--- src/bezier_outline_flattener_defines.svh ---
// assertion macros shared by the outline flattener rtl
`ifndef BEZIER_OUTLINE_FLATTENER_DEFINES_SVH
`define BEZIER_OUTLINE_FLATTENER_DEFINES_SVH

// same-cycle implication, disabled while in reset
`define BOF_ASSERT_IMP(lbl, ante, cons) \
  lbl: assert property (@(posedge clk) disable iff (rst) (ante) |-> (cons)) \
    else $error("bof assertion failed");

// next-cycle implication, disabled while in reset
`define BOF_ASSERT_NXT(lbl, ante, cons) \
  lbl: assert property (@(posedge clk) disable iff (rst) (ante) |=> (cons)) \
    else $error("bof assertion failed");

`endif

--- src/bof_pkg.sv ---
// shared types and constants for the outline flattener
package bof_pkg;

  typedef struct packed {
    logic [1:0]         req_type;
    logic signed [15:0] c0_x;
    logic signed [15:0] c0_y;
    logic signed [15:0] c1_x;
    logic signed [15:0] c1_y;
    logic signed [15:0] c2_x;
    logic signed [15:0] c2_y;
  } req_t;

  typedef struct packed {
    logic signed [15:0] point_x;
    logic signed [15:0] point_y;
    logic               last;
  } resp_t;

  // command codes
  localparam logic [1:0] REQ_MOVE  = 2'd0;
  localparam logic [1:0] REQ_LINE  = 2'd1;
  localparam logic [1:0] REQ_QUAD  = 2'd2;
  localparam logic [1:0] REQ_CUBIC = 2'd3;

  // configuration register indexes
  localparam logic [1:0] REG_SCALE    = 2'd0;
  localparam logic [1:0] REG_OFFSET_X = 2'd1;
  localparam logic [1:0] REG_OFFSET_Y = 2'd2;

  // datapath widths (sized for up to 64 segments)
  localparam int MUL_W  = 24;
  localparam int PROD_W = 48;
  localparam int NUM_W  = 41;
  localparam int DEN_W  = 21;
  localparam int QUOT_W = 16;

  typedef enum logic [3:0] {
    ST_IDLE,
    ST_MAP,
    ST_DIFF,
    ST_SQ,
    ST_SEG,
    ST_COEF,
    ST_SUM,
    ST_DIV,
    ST_PUT
  } state_t;

endpackage

--- src/bof_div.sv ---
// restoring divider, one quotient bit per cycle
module bof_div (
  input  logic                       clk,
  input  logic                       rst,
  input  logic                       start,
  input  logic [bof_pkg::NUM_W-1:0]  num,
  input  logic [bof_pkg::DEN_W-1:0]  den,
  output logic                       done,
  output logic [bof_pkg::QUOT_W-1:0] quot
);

  logic                      active;
  logic [3:0]                bitc;
  logic [bof_pkg::NUM_W-1:0] rem;
  logic [bof_pkg::DEN_W-1:0] dreg;
  logic [bof_pkg::NUM_W-1:0] trial;
  logic                      fits;

  // shifted divisor for the current quotient bit
  always_comb begin
    trial = bof_pkg::NUM_W'(dreg) << bitc;
    fits  = rem >= trial;
  end

  // control
  always_ff @(posedge clk) begin
    if (rst) begin
      active <= 1'b0;
      done   <= 1'b0;
      bitc   <= '0;
    end else if (start) begin
      active <= 1'b1;
      done   <= 1'b0;
      bitc   <= 4'd15;
    end else if (active) begin
      if (bitc == 4'd0) begin
        active <= 1'b0;
        done   <= 1'b1;
      end else begin
        bitc <= bitc - 4'd1;
      end
    end else begin
      done <= 1'b0;
    end
  end

  // remainder and quotient
  always_ff @(posedge clk) begin
    if (start) begin
      rem  <= num;
      dreg <= den;
    end else if (active) begin
      quot[bitc] <= fits;
      if (fits) begin
        rem <= rem - trial;
      end
    end
  end

endmodule

--- src/bezier_outline_flattener.sv ---
// outline flattener: maps outline commands to polygon vertices
// Usage: a command (move, line, quadratic or cubic) enters on the req channel
// when req_valid is high and req_stall low. Vertices leave on the pt channel,
// one transaction each, with pt.last set on the final vertex of the command.
// Configuration (scale, offsets) is written through cfg_we/cfg_index/cfg_data;
// the user must write it only while the block is idle; the block has no check for it.
// Datapath: one shared 24x24 multiplier and a 16-step divider do all the work.
// A move or line maps its points, then puts its vertex in the output register.
// A curve maps its points and computes its deviation, then chooses n by counting
// up from 1 until the deviation test passes or n reaches MAX_SEGMENTS, then for
// each vertex computes coefficients, two weighted sums and two divides.
// req_stall is high from acceptance until the last vertex is in the output
// register; one command is processed at a time.
// Reset clears the current point to (0, 0), scale to 1.0 and offsets to 0.
// When pt_stall is high the output register holds its vertex and the
// sequencer waits before loading the next one.
module bezier_outline_flattener #(
  parameter int MAX_SEGMENTS = 24
) (
  input  logic                  clk,
  input  logic                  rst,
  input  logic                  req_valid,
  output logic                  req_stall,
  input  bof_pkg::req_t         req,
  output logic                  pt_valid,
  input  logic                  pt_stall,
  output bof_pkg::resp_t        pt,
  input  logic                  cfg_we,
  input  logic [1:0]            cfg_index,
  input  logic [15:0]           cfg_data
);

  `include "bezier_outline_flattener_defines.svh"

  localparam int NW = $clog2(MAX_SEGMENTS + 1);
  localparam logic [NW-1:0] N_MAX = NW'(MAX_SEGMENTS);

  bof_pkg::state_t state, state_next;
  logic [3:0] step, step_next;
  logic       ph, ph_next;

  logic [15:0]        scale;
  logic signed [15:0] off_x, off_y, cur_x, cur_y;
  logic signed [15:0] raw [6];
  logic [1:0]         typ;
  logic signed [15:0] px [4];
  logic signed [15:0] py [4];
  logic signed [17:0] dif [4];
  logic [35:0]        a2, b2;
  logic [39:0]        wm2;
  logic [NW-1:0]      n, k, u;
  logic [12:0]        n2, uu, tt;
  logic [19:0]        c [4];
  logic [19:0]        den;
  logic signed [37:0] acc;
  logic               ax;
  logic signed [15:0] qx, qy;
  logic               last_r;

  logic signed [bof_pkg::MUL_W-1:0]  mul_a, mul_b;
  logic signed [bof_pkg::PROD_W-1:0] mul_p;

  logic                      acc_in, load_out, seg_hit, div_start, div_done;
  logic [1:0]                last_idx;
  logic signed [33:0]        map_r;
  logic signed [22:0]        map_s;
  logic signed [15:0]        map_v;
  logic [35:0]               m2;
  logic [40:0]               seg_lhs;
  logic signed [40:0]        acc_w, den_w, dnum;
  logic [bof_pkg::QUOT_W-1:0] div_q;

  assign acc_in    = req_valid && !req_stall;
  assign req_stall = (state != bof_pkg::ST_IDLE);
  assign load_out  = !pt_valid || !pt_stall;
  assign u         = n - k;
  assign last_idx  = (typ == bof_pkg::REQ_QUAD) ? 2'd2 : 2'd3;

  // point mapping: round to nearest, add offset, saturate
  always_comb begin
    map_r = $signed(mul_p[33:0]) + 34'sd2048;
    map_s = 23'($signed(map_r[33:12])) + 23'(step[0] ? off_y : off_x);
    if (map_s > 23'sd32767) begin
      map_v = 16'sh7fff;
    end else if (map_s < -23'sd32768) begin
      map_v = -16'sh8000;
    end else begin
      map_v = map_s[15:0];
    end
  end

  // segment count test
  always_comb begin
    m2      = (typ == bof_pkg::REQ_CUBIC && b2 > a2) ? b2 : a2;
    seg_lhs = {mul_p[32:0], 8'b0};
    seg_hit = seg_lhs >= {1'b0, wm2};
  end

  // biased numerator for a floor division of 2*acc+den by 2*den
  always_comb begin
    acc_w = {{3{acc[37]}}, acc};
    den_w = {21'b0, den};
    dnum  = (acc_w <<< 1) + den_w + (den_w <<< 16);
  end

  // shared multiplier operand selection
  always_comb begin
    mul_a = '0;
    mul_b = '0;
    case (state)
      bof_pkg::ST_MAP: begin
        mul_a = {{8{raw[step[2:0]][15]}}, raw[step[2:0]]};
        mul_b = {8'b0, scale};
      end
      bof_pkg::ST_SQ: begin
        mul_a = {{6{dif[step[1:0]][17]}}, dif[step[1:0]]};
        mul_b = {{6{dif[step[1:0]][17]}}, dif[step[1:0]]};
      end
      bof_pkg::ST_SEG: begin
        if (step == 4'd1) begin
          mul_a = {{(bof_pkg::MUL_W-NW){1'b0}}, n};
          mul_b = {{(bof_pkg::MUL_W-NW){1'b0}}, n};
        end else begin
          mul_a = {11'b0, n2};
          mul_b = {11'b0, n2};
        end
      end
      bof_pkg::ST_COEF: begin
        case (step)
          4'd0: begin
            mul_a = {{(bof_pkg::MUL_W-NW){1'b0}}, u};
            mul_b = {{(bof_pkg::MUL_W-NW){1'b0}}, u};
          end
          4'd1: begin
            mul_a = {{(bof_pkg::MUL_W-NW){1'b0}}, k};
            mul_b = {{(bof_pkg::MUL_W-NW){1'b0}}, k};
          end
          4'd2: begin
            mul_a = {{(bof_pkg::MUL_W-NW){1'b0}}, u};
            mul_b = {{(bof_pkg::MUL_W-NW){1'b0}}, k};
          end
          4'd3: begin
            mul_a = {11'b0, uu};
            mul_b = {{(bof_pkg::MUL_W-NW){1'b0}}, u};
          end
          4'd4: begin
            mul_a = {11'b0, uu};
            mul_b = {{(bof_pkg::MUL_W-NW){1'b0}}, k};
          end
          4'd5: begin
            mul_a = {11'b0, tt};
            mul_b = {{(bof_pkg::MUL_W-NW){1'b0}}, u};
          end
          4'd6: begin
            mul_a = {11'b0, tt};
            mul_b = {{(bof_pkg::MUL_W-NW){1'b0}}, k};
          end
          default: begin
            mul_a = {11'b0, n2};
            mul_b = {{(bof_pkg::MUL_W-NW){1'b0}}, n};
          end
        endcase
      end
      bof_pkg::ST_SUM: begin
        mul_a = {4'b0, c[step[1:0]]};
        mul_b = ax ? {{8{py[step[1:0]][15]}}, py[step[1:0]]}
                   : {{8{px[step[1:0]][15]}}, px[step[1:0]]};
      end
      default: begin
        mul_a = '0;
        mul_b = '0;
      end
    endcase
  end

  always_ff @(posedge clk) begin
    mul_p <= mul_a * mul_b;
  end

  // state register
  always_ff @(posedge clk) begin
    if (rst) begin
      state <= bof_pkg::ST_IDLE;
      step  <= '0;
      ph    <= 1'b0;
    end else begin
      state <= state_next;
      step  <= step_next;
      ph    <= ph_next;
    end
  end

  // sequencer
  always_comb begin
    state_next = state;
    step_next  = step;
    ph_next    = ph;
    div_start  = 1'b0;
    unique case (state)
      bof_pkg::ST_IDLE: begin
        if (acc_in) begin
          state_next = bof_pkg::ST_MAP;
          step_next  = '0;
          ph_next    = 1'b0;
        end
      end
      bof_pkg::ST_MAP: begin
        ph_next = ~ph;
        if (ph) begin
          if (step == 4'd5) begin
            step_next  = '0;
            state_next = (typ == bof_pkg::REQ_MOVE || typ == bof_pkg::REQ_LINE)
                         ? bof_pkg::ST_PUT : bof_pkg::ST_DIFF;
          end else begin
            step_next = step + 4'd1;
          end
        end
      end
      bof_pkg::ST_DIFF: begin
        state_next = bof_pkg::ST_SQ;
        step_next  = '0;
        ph_next    = 1'b0;
      end
      bof_pkg::ST_SQ: begin
        ph_next = ~ph;
        if (ph) begin
          if ((step == 4'd1 && typ == bof_pkg::REQ_QUAD) || step == 4'd3) begin
            state_next = bof_pkg::ST_SEG;
            step_next  = '0;
          end else begin
            step_next = step + 4'd1;
          end
        end
      end
      bof_pkg::ST_SEG: begin
        ph_next = 1'b0;
        if (step == 4'd4) begin
          if (seg_hit || n == N_MAX) begin
            state_next = bof_pkg::ST_COEF;
            step_next  = '0;
          end else begin
            step_next = 4'd1;
          end
        end else begin
          step_next = step + 4'd1;
        end
      end
      bof_pkg::ST_COEF: begin
        ph_next = ~ph;
        if (ph) begin
          if ((typ == bof_pkg::REQ_QUAD && step == 4'd2) || step == 4'd7) begin
            state_next = bof_pkg::ST_SUM;
            step_next  = '0;
          end else begin
            step_next = step + 4'd1;
          end
        end
      end
      bof_pkg::ST_SUM: begin
        ph_next = ~ph;
        if (ph) begin
          if (step[1:0] == last_idx) begin
            state_next = bof_pkg::ST_DIV;
            step_next  = '0;
          end else begin
            step_next = step + 4'd1;
          end
        end
      end
      bof_pkg::ST_DIV: begin
        if (!ph) begin
          div_start = 1'b1;
          ph_next   = 1'b1;
        end else if (div_done) begin
          ph_next    = 1'b0;
          step_next  = '0;
          state_next = ax ? bof_pkg::ST_PUT : bof_pkg::ST_SUM;
        end
      end
      bof_pkg::ST_PUT: begin
        if (load_out) begin
          step_next  = '0;
          ph_next    = 1'b0;
          state_next = last_r ? bof_pkg::ST_IDLE : bof_pkg::ST_COEF;
        end
      end
      default: begin
        state_next = bof_pkg::ST_IDLE;
      end
    endcase
  end

  // configuration and current point
  always_ff @(posedge clk) begin
    if (rst) begin
      scale <= 16'd4096;
      off_x <= '0;
      off_y <= '0;
      cur_x <= '0;
      cur_y <= '0;
    end else begin
      if (cfg_we) begin
        unique case (cfg_index)
          bof_pkg::REG_SCALE:    scale <= cfg_data;
          bof_pkg::REG_OFFSET_X: off_x <= cfg_data;
          bof_pkg::REG_OFFSET_Y: off_y <= cfg_data;
          default: ;
        endcase
      end
      if (state == bof_pkg::ST_PUT && load_out && last_r) begin
        cur_x <= px[typ == bof_pkg::REQ_MOVE || typ == bof_pkg::REQ_LINE ? 2'd1 : last_idx];
        cur_y <= py[typ == bof_pkg::REQ_MOVE || typ == bof_pkg::REQ_LINE ? 2'd1 : last_idx];
      end
    end
  end

  // output register
  always_ff @(posedge clk) begin
    if (rst) begin
      pt_valid <= 1'b0;
    end else if (state == bof_pkg::ST_PUT && load_out) begin
      pt_valid <= 1'b1;
    end else if (!pt_stall) begin
      pt_valid <= 1'b0;
    end
  end

  always_ff @(posedge clk) begin
    if (state == bof_pkg::ST_PUT && load_out) begin
      pt.point_x <= qx;
      pt.point_y <= qy;
      pt.last    <= last_r;
    end
  end

  // datapath registers
  always_ff @(posedge clk) begin
    case (state)
      bof_pkg::ST_IDLE: begin
        if (acc_in) begin
          typ    <= req.req_type;
          raw[0] <= req.c0_x;
          raw[1] <= req.c0_y;
          raw[2] <= req.c1_x;
          raw[3] <= req.c1_y;
          raw[4] <= req.c2_x;
          raw[5] <= req.c2_y;
          px[0]  <= cur_x;
          py[0]  <= cur_y;
        end
      end
      bof_pkg::ST_MAP: begin
        if (ph) begin
          if (step[0]) begin
            py[2'(step[2:1] + 2'd1)] <= map_v;
          end else begin
            px[2'(step[2:1] + 2'd1)] <= map_v;
          end
          if (step == 4'd5) begin
            qx     <= px[1];
            qy     <= py[1];
            last_r <= 1'b1;
          end
        end
      end
      bof_pkg::ST_DIFF: begin
        dif[0] <= 18'(px[0]) - (18'(px[1]) <<< 1) + 18'(px[2]);
        dif[1] <= 18'(py[0]) - (18'(py[1]) <<< 1) + 18'(py[2]);
        dif[2] <= 18'(px[1]) - (18'(px[2]) <<< 1) + 18'(px[3]);
        dif[3] <= 18'(py[1]) - (18'(py[2]) <<< 1) + 18'(py[3]);
        n      <= NW'(1);
      end
      bof_pkg::ST_SQ: begin
        if (ph) begin
          case (step[1:0])
            2'd0:    a2 <= mul_p[35:0];
            2'd1:    a2 <= a2 + mul_p[35:0];
            2'd2:    b2 <= mul_p[35:0];
            default: b2 <= b2 + mul_p[35:0];
          endcase
        end
      end
      bof_pkg::ST_SEG: begin
        case (step)
          4'd0: wm2 <= (typ == bof_pkg::REQ_CUBIC) ? ({m2, 3'b0} + 40'(m2)) : 40'(m2);
          4'd2: n2  <= mul_p[12:0];
          4'd4: begin
            if (seg_hit || n == N_MAX) begin
              k <= NW'(1);
            end else begin
              n <= n + NW'(1);
            end
          end
          default: ;
        endcase
      end
      bof_pkg::ST_COEF: begin
        ax <= 1'b0;
        if (ph) begin
          case (step)
            4'd0: uu <= mul_p[12:0];
            4'd1: tt <= mul_p[12:0];
            4'd2: begin
              if (typ == bof_pkg::REQ_QUAD) begin
                c[0] <= 20'(uu);
                c[1] <= {mul_p[18:0], 1'b0};
                c[2] <= 20'(tt);
                c[3] <= '0;
                den  <= 20'(n2);
              end
            end
            4'd3: c[0] <= mul_p[19:0];
            4'd4: c[1] <= mul_p[19:0] + {mul_p[18:0], 1'b0};
            4'd5: c[2] <= mul_p[19:0] + {mul_p[18:0], 1'b0};
            4'd6: c[3] <= mul_p[19:0];
            default: den <= mul_p[19:0];
          endcase
        end
      end
      bof_pkg::ST_SUM: begin
        if (ph) begin
          acc <= ((step == 4'd0) ? 38'sd0 : acc) + mul_p[37:0];
        end
      end
      bof_pkg::ST_DIV: begin
        if (ph && div_done) begin
          if (!ax) begin
            qx <= div_q ^ 16'h8000;
            ax <= 1'b1;
          end else begin
            qy     <= div_q ^ 16'h8000;
            last_r <= (k == n);
          end
        end
      end
      bof_pkg::ST_PUT: begin
        if (load_out && !last_r) begin
          k <= k + NW'(1);
        end
      end
      default: ;
    endcase
  end

  bof_div u_div (
    .clk   (clk),
    .rst   (rst),
    .start (div_start),
    .num   (dnum),
    .den   ({1'b0, den} <<< 1),
    .done  (div_done),
    .quot  (div_q)
  );

  `BOF_ASSERT_NXT(a_accept_busy, req_valid && !req_stall, state != bof_pkg::ST_IDLE)
  `BOF_ASSERT_IMP(a_seg_range, state == bof_pkg::ST_COEF, n >= NW'(1) && n <= N_MAX)
  `BOF_ASSERT_IMP(a_mid_busy, pt_valid && !pt.last, state != bof_pkg::ST_IDLE)

endmodule
--- config.mk ---
export PLATFORM = sky130hd
export DESIGN_NAME = bezier_outline_flattener
export DESIGN_NICKNAME = d
export VERILOG_FILES = /design/src/bof_pkg.sv /design/src/bof_div.sv /design/src/bezier_outline_flattener.sv
export VERILOG_INCLUDE_DIRS = /design/src /design/src/src
export SDC_FILE = /design/constraint.sdc
export NUM_CORES = 2
export LEC_CHECK = 0
export ABC_AREA = 1
export CORE_MARGIN = 1.5
export CORE_UTILIZATION = 47
export DETAILED_ROUTE_END_ITERATION = 16
export DONT_BUFFER_PORTS = 1
export PLACE_DENSITY_LB_ADDON = 0.15
export SYNTH_ARGS = -nofsm -noshare
export SYNTH_HDL_FRONTEND = slang
export SYNTH_SLANG_ARGS = --single-unit
--- constraint.sdc ---
create_clock -name clk -period 14.9 [get_ports clk]
set_clock_uncertainty 0.15 [all_clocks]
set_input_delay 2.98 -clock clk [delete_from_list [all_inputs] [get_ports clk]]
set_output_delay 2.98 -clock clk [all_outputs]
set_load 0.01 [all_outputs]
==> load_flow_metrics.sql <==
INSERT INTO impl_metrics (metric_group, metric, value, unit) VALUES
('status', 'status', 'complete, no violations', ''),
('power_and_ir_drop', 'power.density_cell_area', '108', 'nW/um^2'),
('clocking', 'cts.reportedPaths.clkPinSlew', '0.07', 'ns'),
('synth', 'netlist_instances', '9183', ''),
('grt', 'grtUsageTotal', '32.4', '%'),
('grt', 'number_of_global_route_vias_before_repair', '62800', ''),
('place', 'hpwlAfterDp', '210', 'mm'),
('route', 'viasPerCell', '5.62', ''),
('route', 'drt_iter0_drc', '6604', ''),
('synth', 'yosys_register_bits', '877', ''),
('final_layout', 'num-nets-final', '10300', ''),
('critical_path', 'required_time_of_the_critical_path', '15.43', 'ns'),
('clocking', 'clock-sinks', '877', ''),
('floorplan', 'design.portCount', '156', ''),
('timing', 'worst_pin_slew', '1.38', 'ns'),
('synth', 'post_synthesis_sequential_area_ratio', '32.8', '%'),
('synth', 'synth.cell_area', '76100', 'um^2'),
('critical_path', 'timing.critical_path.slowest_cell_delay', '0.88', 'ns'),
('route', 'wire_per_inst', '23.5', 'um'),
('route', 'ant_nets', '0', ''),
('final_layout', 'synthToLayoutAreaGrowth', '7.85', '%'),
('clocking', 'cts_resized', '0', ''),
('final_layout', 'final-instance-count-excl-fill', '11400', ''),
('timing', 'finalSetupViolCount', '0', ''),
('grt', 'largest_net_degree_at_the_start_of_global_routing', '76', ''),
('floorplan', 'die_h', '405', 'um'),
('synth', 'synth_largest_type_area_fraction', '29.2', '%'),
('final_layout', 'area.sequential', '25000', 'um^2'),
('floorplan', 'floorplan.initialDensity', '47.4', '%'),
('clocking', 'post_cts.repair.setup_buffers', '0', ''),
('power_and_ir_drop', 'p_leak', '36.7', 'nW'),
('timing', 'hold_fails_final_rpt', '0', ''),
('synth', 'yosysWarningCount', '0', ''),
('clocking', 'clock_tree_from_tritoncts', 'yes', ''),
('timing', 'unrepaired_setup_endpoints_after_global_routing', 'no', ''),
('grt', 'grt_first_pass_wirelength', '397', 'mm'),
('clocking', 'insertion_delay', '0.77', 'ns'),
('final_layout', 'fin_util', '51.1', '%'),
('floorplan', 'design.die.area', '164000', 'um^2'),
('route', 'remaining_drc_errors', '0', ''),
('critical_path', 'endpoint_arrival_time_on_the_critical_path', '11.45', 'ns'),
('route', 'number_of_iterations_in_the_first_detailed_routing_pass', '8', ''),
('critical_path', 'crit_path_max_fanout', '53', ''),
('power_and_ir_drop', 'worst_ir_drop_vdd', '0.000105', 'V'),
('floorplan', 'core.rowCount', '147', ''),
('timing', 'timing.final.crit_period', '10.92', 'ns'),
('synth', 'synth.lib_cells_used.distinct', '72', ''),
('timing', 'final_max_slew_viol_count', '0', ''),
('clocking', 'htreeDepth', '3', ''),
('timing', 'timing.final.crit_share', '73.3', '%'),
('clocking', 'cts.hold.buffers_added', '0', ''),
('route', 'num_vias', '64000', ''),
('worst_hold_path', 'holdCritPathClass', 'reg2reg', ''),
('synth', 'synthFlopType', 'sky130_fd_sc_hd__edfxtp_1', ''),
('timing', 'timing.max_slew.rel_slack', '7.63', '%'),
('place', 'numPlacedInstances', '11200', ''),
('final_layout', 'multi_input_combinational_cell_area', '43900', 'um^2'),
('floorplan', 'die_w', '405', 'um'),
('place', 'place.gp.congestion', '0.971', ''),
('timing', 'achievable-frequency', '91.6', 'MHz'),
('synth', 'ys_async_sr_fraction', '0', '%'),
('synth', 'synth_area_per_cell', '8.28', 'um^2'),
('critical_path', 'cp-end-kind', 'register', ''),
('clocking', 'cts_root_buf', 'sky130_fd_sc_hd__clkbuf_16', ''),
('critical_path', 'worst_setup_path_start_kind', 'register', ''),
('critical_path', 'path_class', 'reg2reg', ''),
('floorplan', 'design.core.area', '161000', 'um^2'),
('synth', 'synth_edf_count', '740', ''),
('synth', 'cell_accounting_for_the_most_synthesized_area', 'sky130_fd_sc_hd__edfxtp_1', ''),
('place', 'postPlaceCellArea', '78400', 'um^2'),
('clocking', 'cts.path.max_buffers', '3', '');
==> where the power goes <==
group          internal, mW  total [mW]  switching, mW  leakage [nW]
Combinational         0.858        3.00           2.14          27.0
Clock                  1.60        2.76           1.15          1.76
Sequential             2.95        3.07          0.114          7.97
Total                  5.42        8.82           3.40          36.7
==> sequential cells by signal, summed over array words and instances (netlist names), 36 cells and up, named ones only <==
register	cells
dif	72
wm2	40
raw	96
py	64
b2	36
a2	36
px	64
mul_p	38
u_div.rem	40
acc	38
c	80
==> area by class of cell <==
| type | instances | area share, % |
|---|---|---|
| multi-input cells | 6434 | 53.5 |
| flip-flops and latches | 877 | 30.4 |
| inverters | 1612 | 7.39 |
| clock buffers | 130 | 3.45 |
| well taps | 2160 | 3.29 |
| clock inverters | 65 | 1.02 |
| repair buffers | 101 | 0.924 |
| diodes | 1 | 0.00305 |
==> metal layers <==
metal  wire [um]  GRT usage, %  up-vias  part of all wire, %
met2      120000          51.4     2515                   45
met3       20400          5.28      503                  7.6
met4       14300          15.1       14                  5.3
met1      112000          43.4    30900                   42
met5         107             0        -                0.040
li1            -             -    30000                    -
==> worst max-delay path: cells and delay by family, from the launching register on <==
family | cells | cell delay (ns)
buffers and inverters | 11 | 1.77
XOR/XNOR | 1 | 0.13
flip-flops | 1 | 0.49
AND/OR/NAND/NOR | 13 | 3.17
adder cells (fa/ha/maj) | 9 | 4.30
AO/OA/AOI/OAI | 3 | 0.73
==> cells in the final DEF, fill, tap and decap left out, types with 16 or more instances in the layout <==
master and instances:
sky130_fd_sc_hd__clkbuf_16 105, sky130_fd_sc_hd__a21boi_0 18, sky130_fd_sc_hd__o21ai_1 20, sky130_fd_sc_hd__xor2_1 175, sky130_fd_sc_hd__nor3_1 66, sky130_fd_sc_hd__o21bai_1 32, sky130_fd_sc_hd__a221o_1 17, sky130_fd_sc_hd__nor2_1 782
sky130_fd_sc_hd__or2_2 47, sky130_fd_sc_hd__nand2_2 21, sky130_fd_sc_hd__dfxtp_1 135, sky130_fd_sc_hd__a21oi_1 717, sky130_fd_sc_hd__nand2_1 1789, sky130_fd_sc_hd__o22ai_1 30, sky130_fd_sc_hd__o21a_1 20, sky130_fd_sc_hd__o221ai_1 43
sky130_fd_sc_hd__o21ai_0 707, sky130_fd_sc_hd__inv_1 1578, sky130_fd_sc_hd__buf_4 101, sky130_fd_sc_hd__inv_2 27, sky130_fd_sc_hd__a221oi_1 18, sky130_fd_sc_hd__nor4_1 20, sky130_fd_sc_hd__edfxtp_1 740, sky130_fd_sc_hd__ha_1 555
sky130_fd_sc_hd__nand3b_1 18, sky130_fd_sc_hd__nand3_1 362, sky130_fd_sc_hd__fa_1 539, sky130_fd_sc_hd__a31oi_1 62, sky130_fd_sc_hd__xnor2_1 101, sky130_fd_sc_hd__nand4_1 59, sky130_fd_sc_hd__o211ai_1 29, sky130_fd_sc_hd__a21o_1 44
sky130_fd_sc_hd__a22oi_1 16
==> stage by stage <==
step | setup slack, ns | hold WS [ns] | total power, mW
detailed placement | 4.22 | 0.255 | 6.05
global placement | 4.27 | 0.250 | 6.03
floorplan | 5.53 | 0.250 | 4.99
global route | 3.47 | 0.276 | 9.22
CTS | 4.15 | 0.266 | 8.81
finish | 3.98 | 0.265 | 8.82
==> kinds of logic (layout without fill, tap and decap cells) <==
| group | Yosys count | after routing | share of synthesized area [%] |
|---|---|---|---|
| simple gates | 3222 | 3222 | 17.5 |
| buf+inv | 1872 | 1908 | 9.65 |
| compound gates | 1835 | 1835 | 13.5 |
| fa+ha+maj | 1094 | 1094 | 23.3 |
| flops | 877 | 877 | 32.8 |
| xor+xnor | 276 | 276 | 3.18 |
| mux | 7 | 7 | 0.0921 |
| other cells | 0 | 1 | 0 |
==> synthesized netlist by cell type (all sizes together), types with 43 or more instances <==
cell / count
a21oi: 718
buf: 135
nand4: 60
nand3: 365
nor3: 71
dfxtp: 137
or2: 50
nor2: 804
clkbuf: 125
xor2: 175
inv: 1608
a21o: 44
ha: 555
o21ai: 729
edfxtp: 740
a31oi: 62
nand2: 1815
o221ai: 43
fa: 539
xnor2: 101
==> final timing paths <==
kind                            startpoint         to  slack [ns]  cells past startpoint
worst max-delay path               step[0]  mul_p[31]        3.98                     37
worst min register to register      qx[13]     pt[30]        0.27                      0
worst min-delay path                qx[13]     pt[30]        0.27                      0
worst max register to register     step[0]  mul_p[31]        3.98                     37
(Power assumes the default switching activity.)
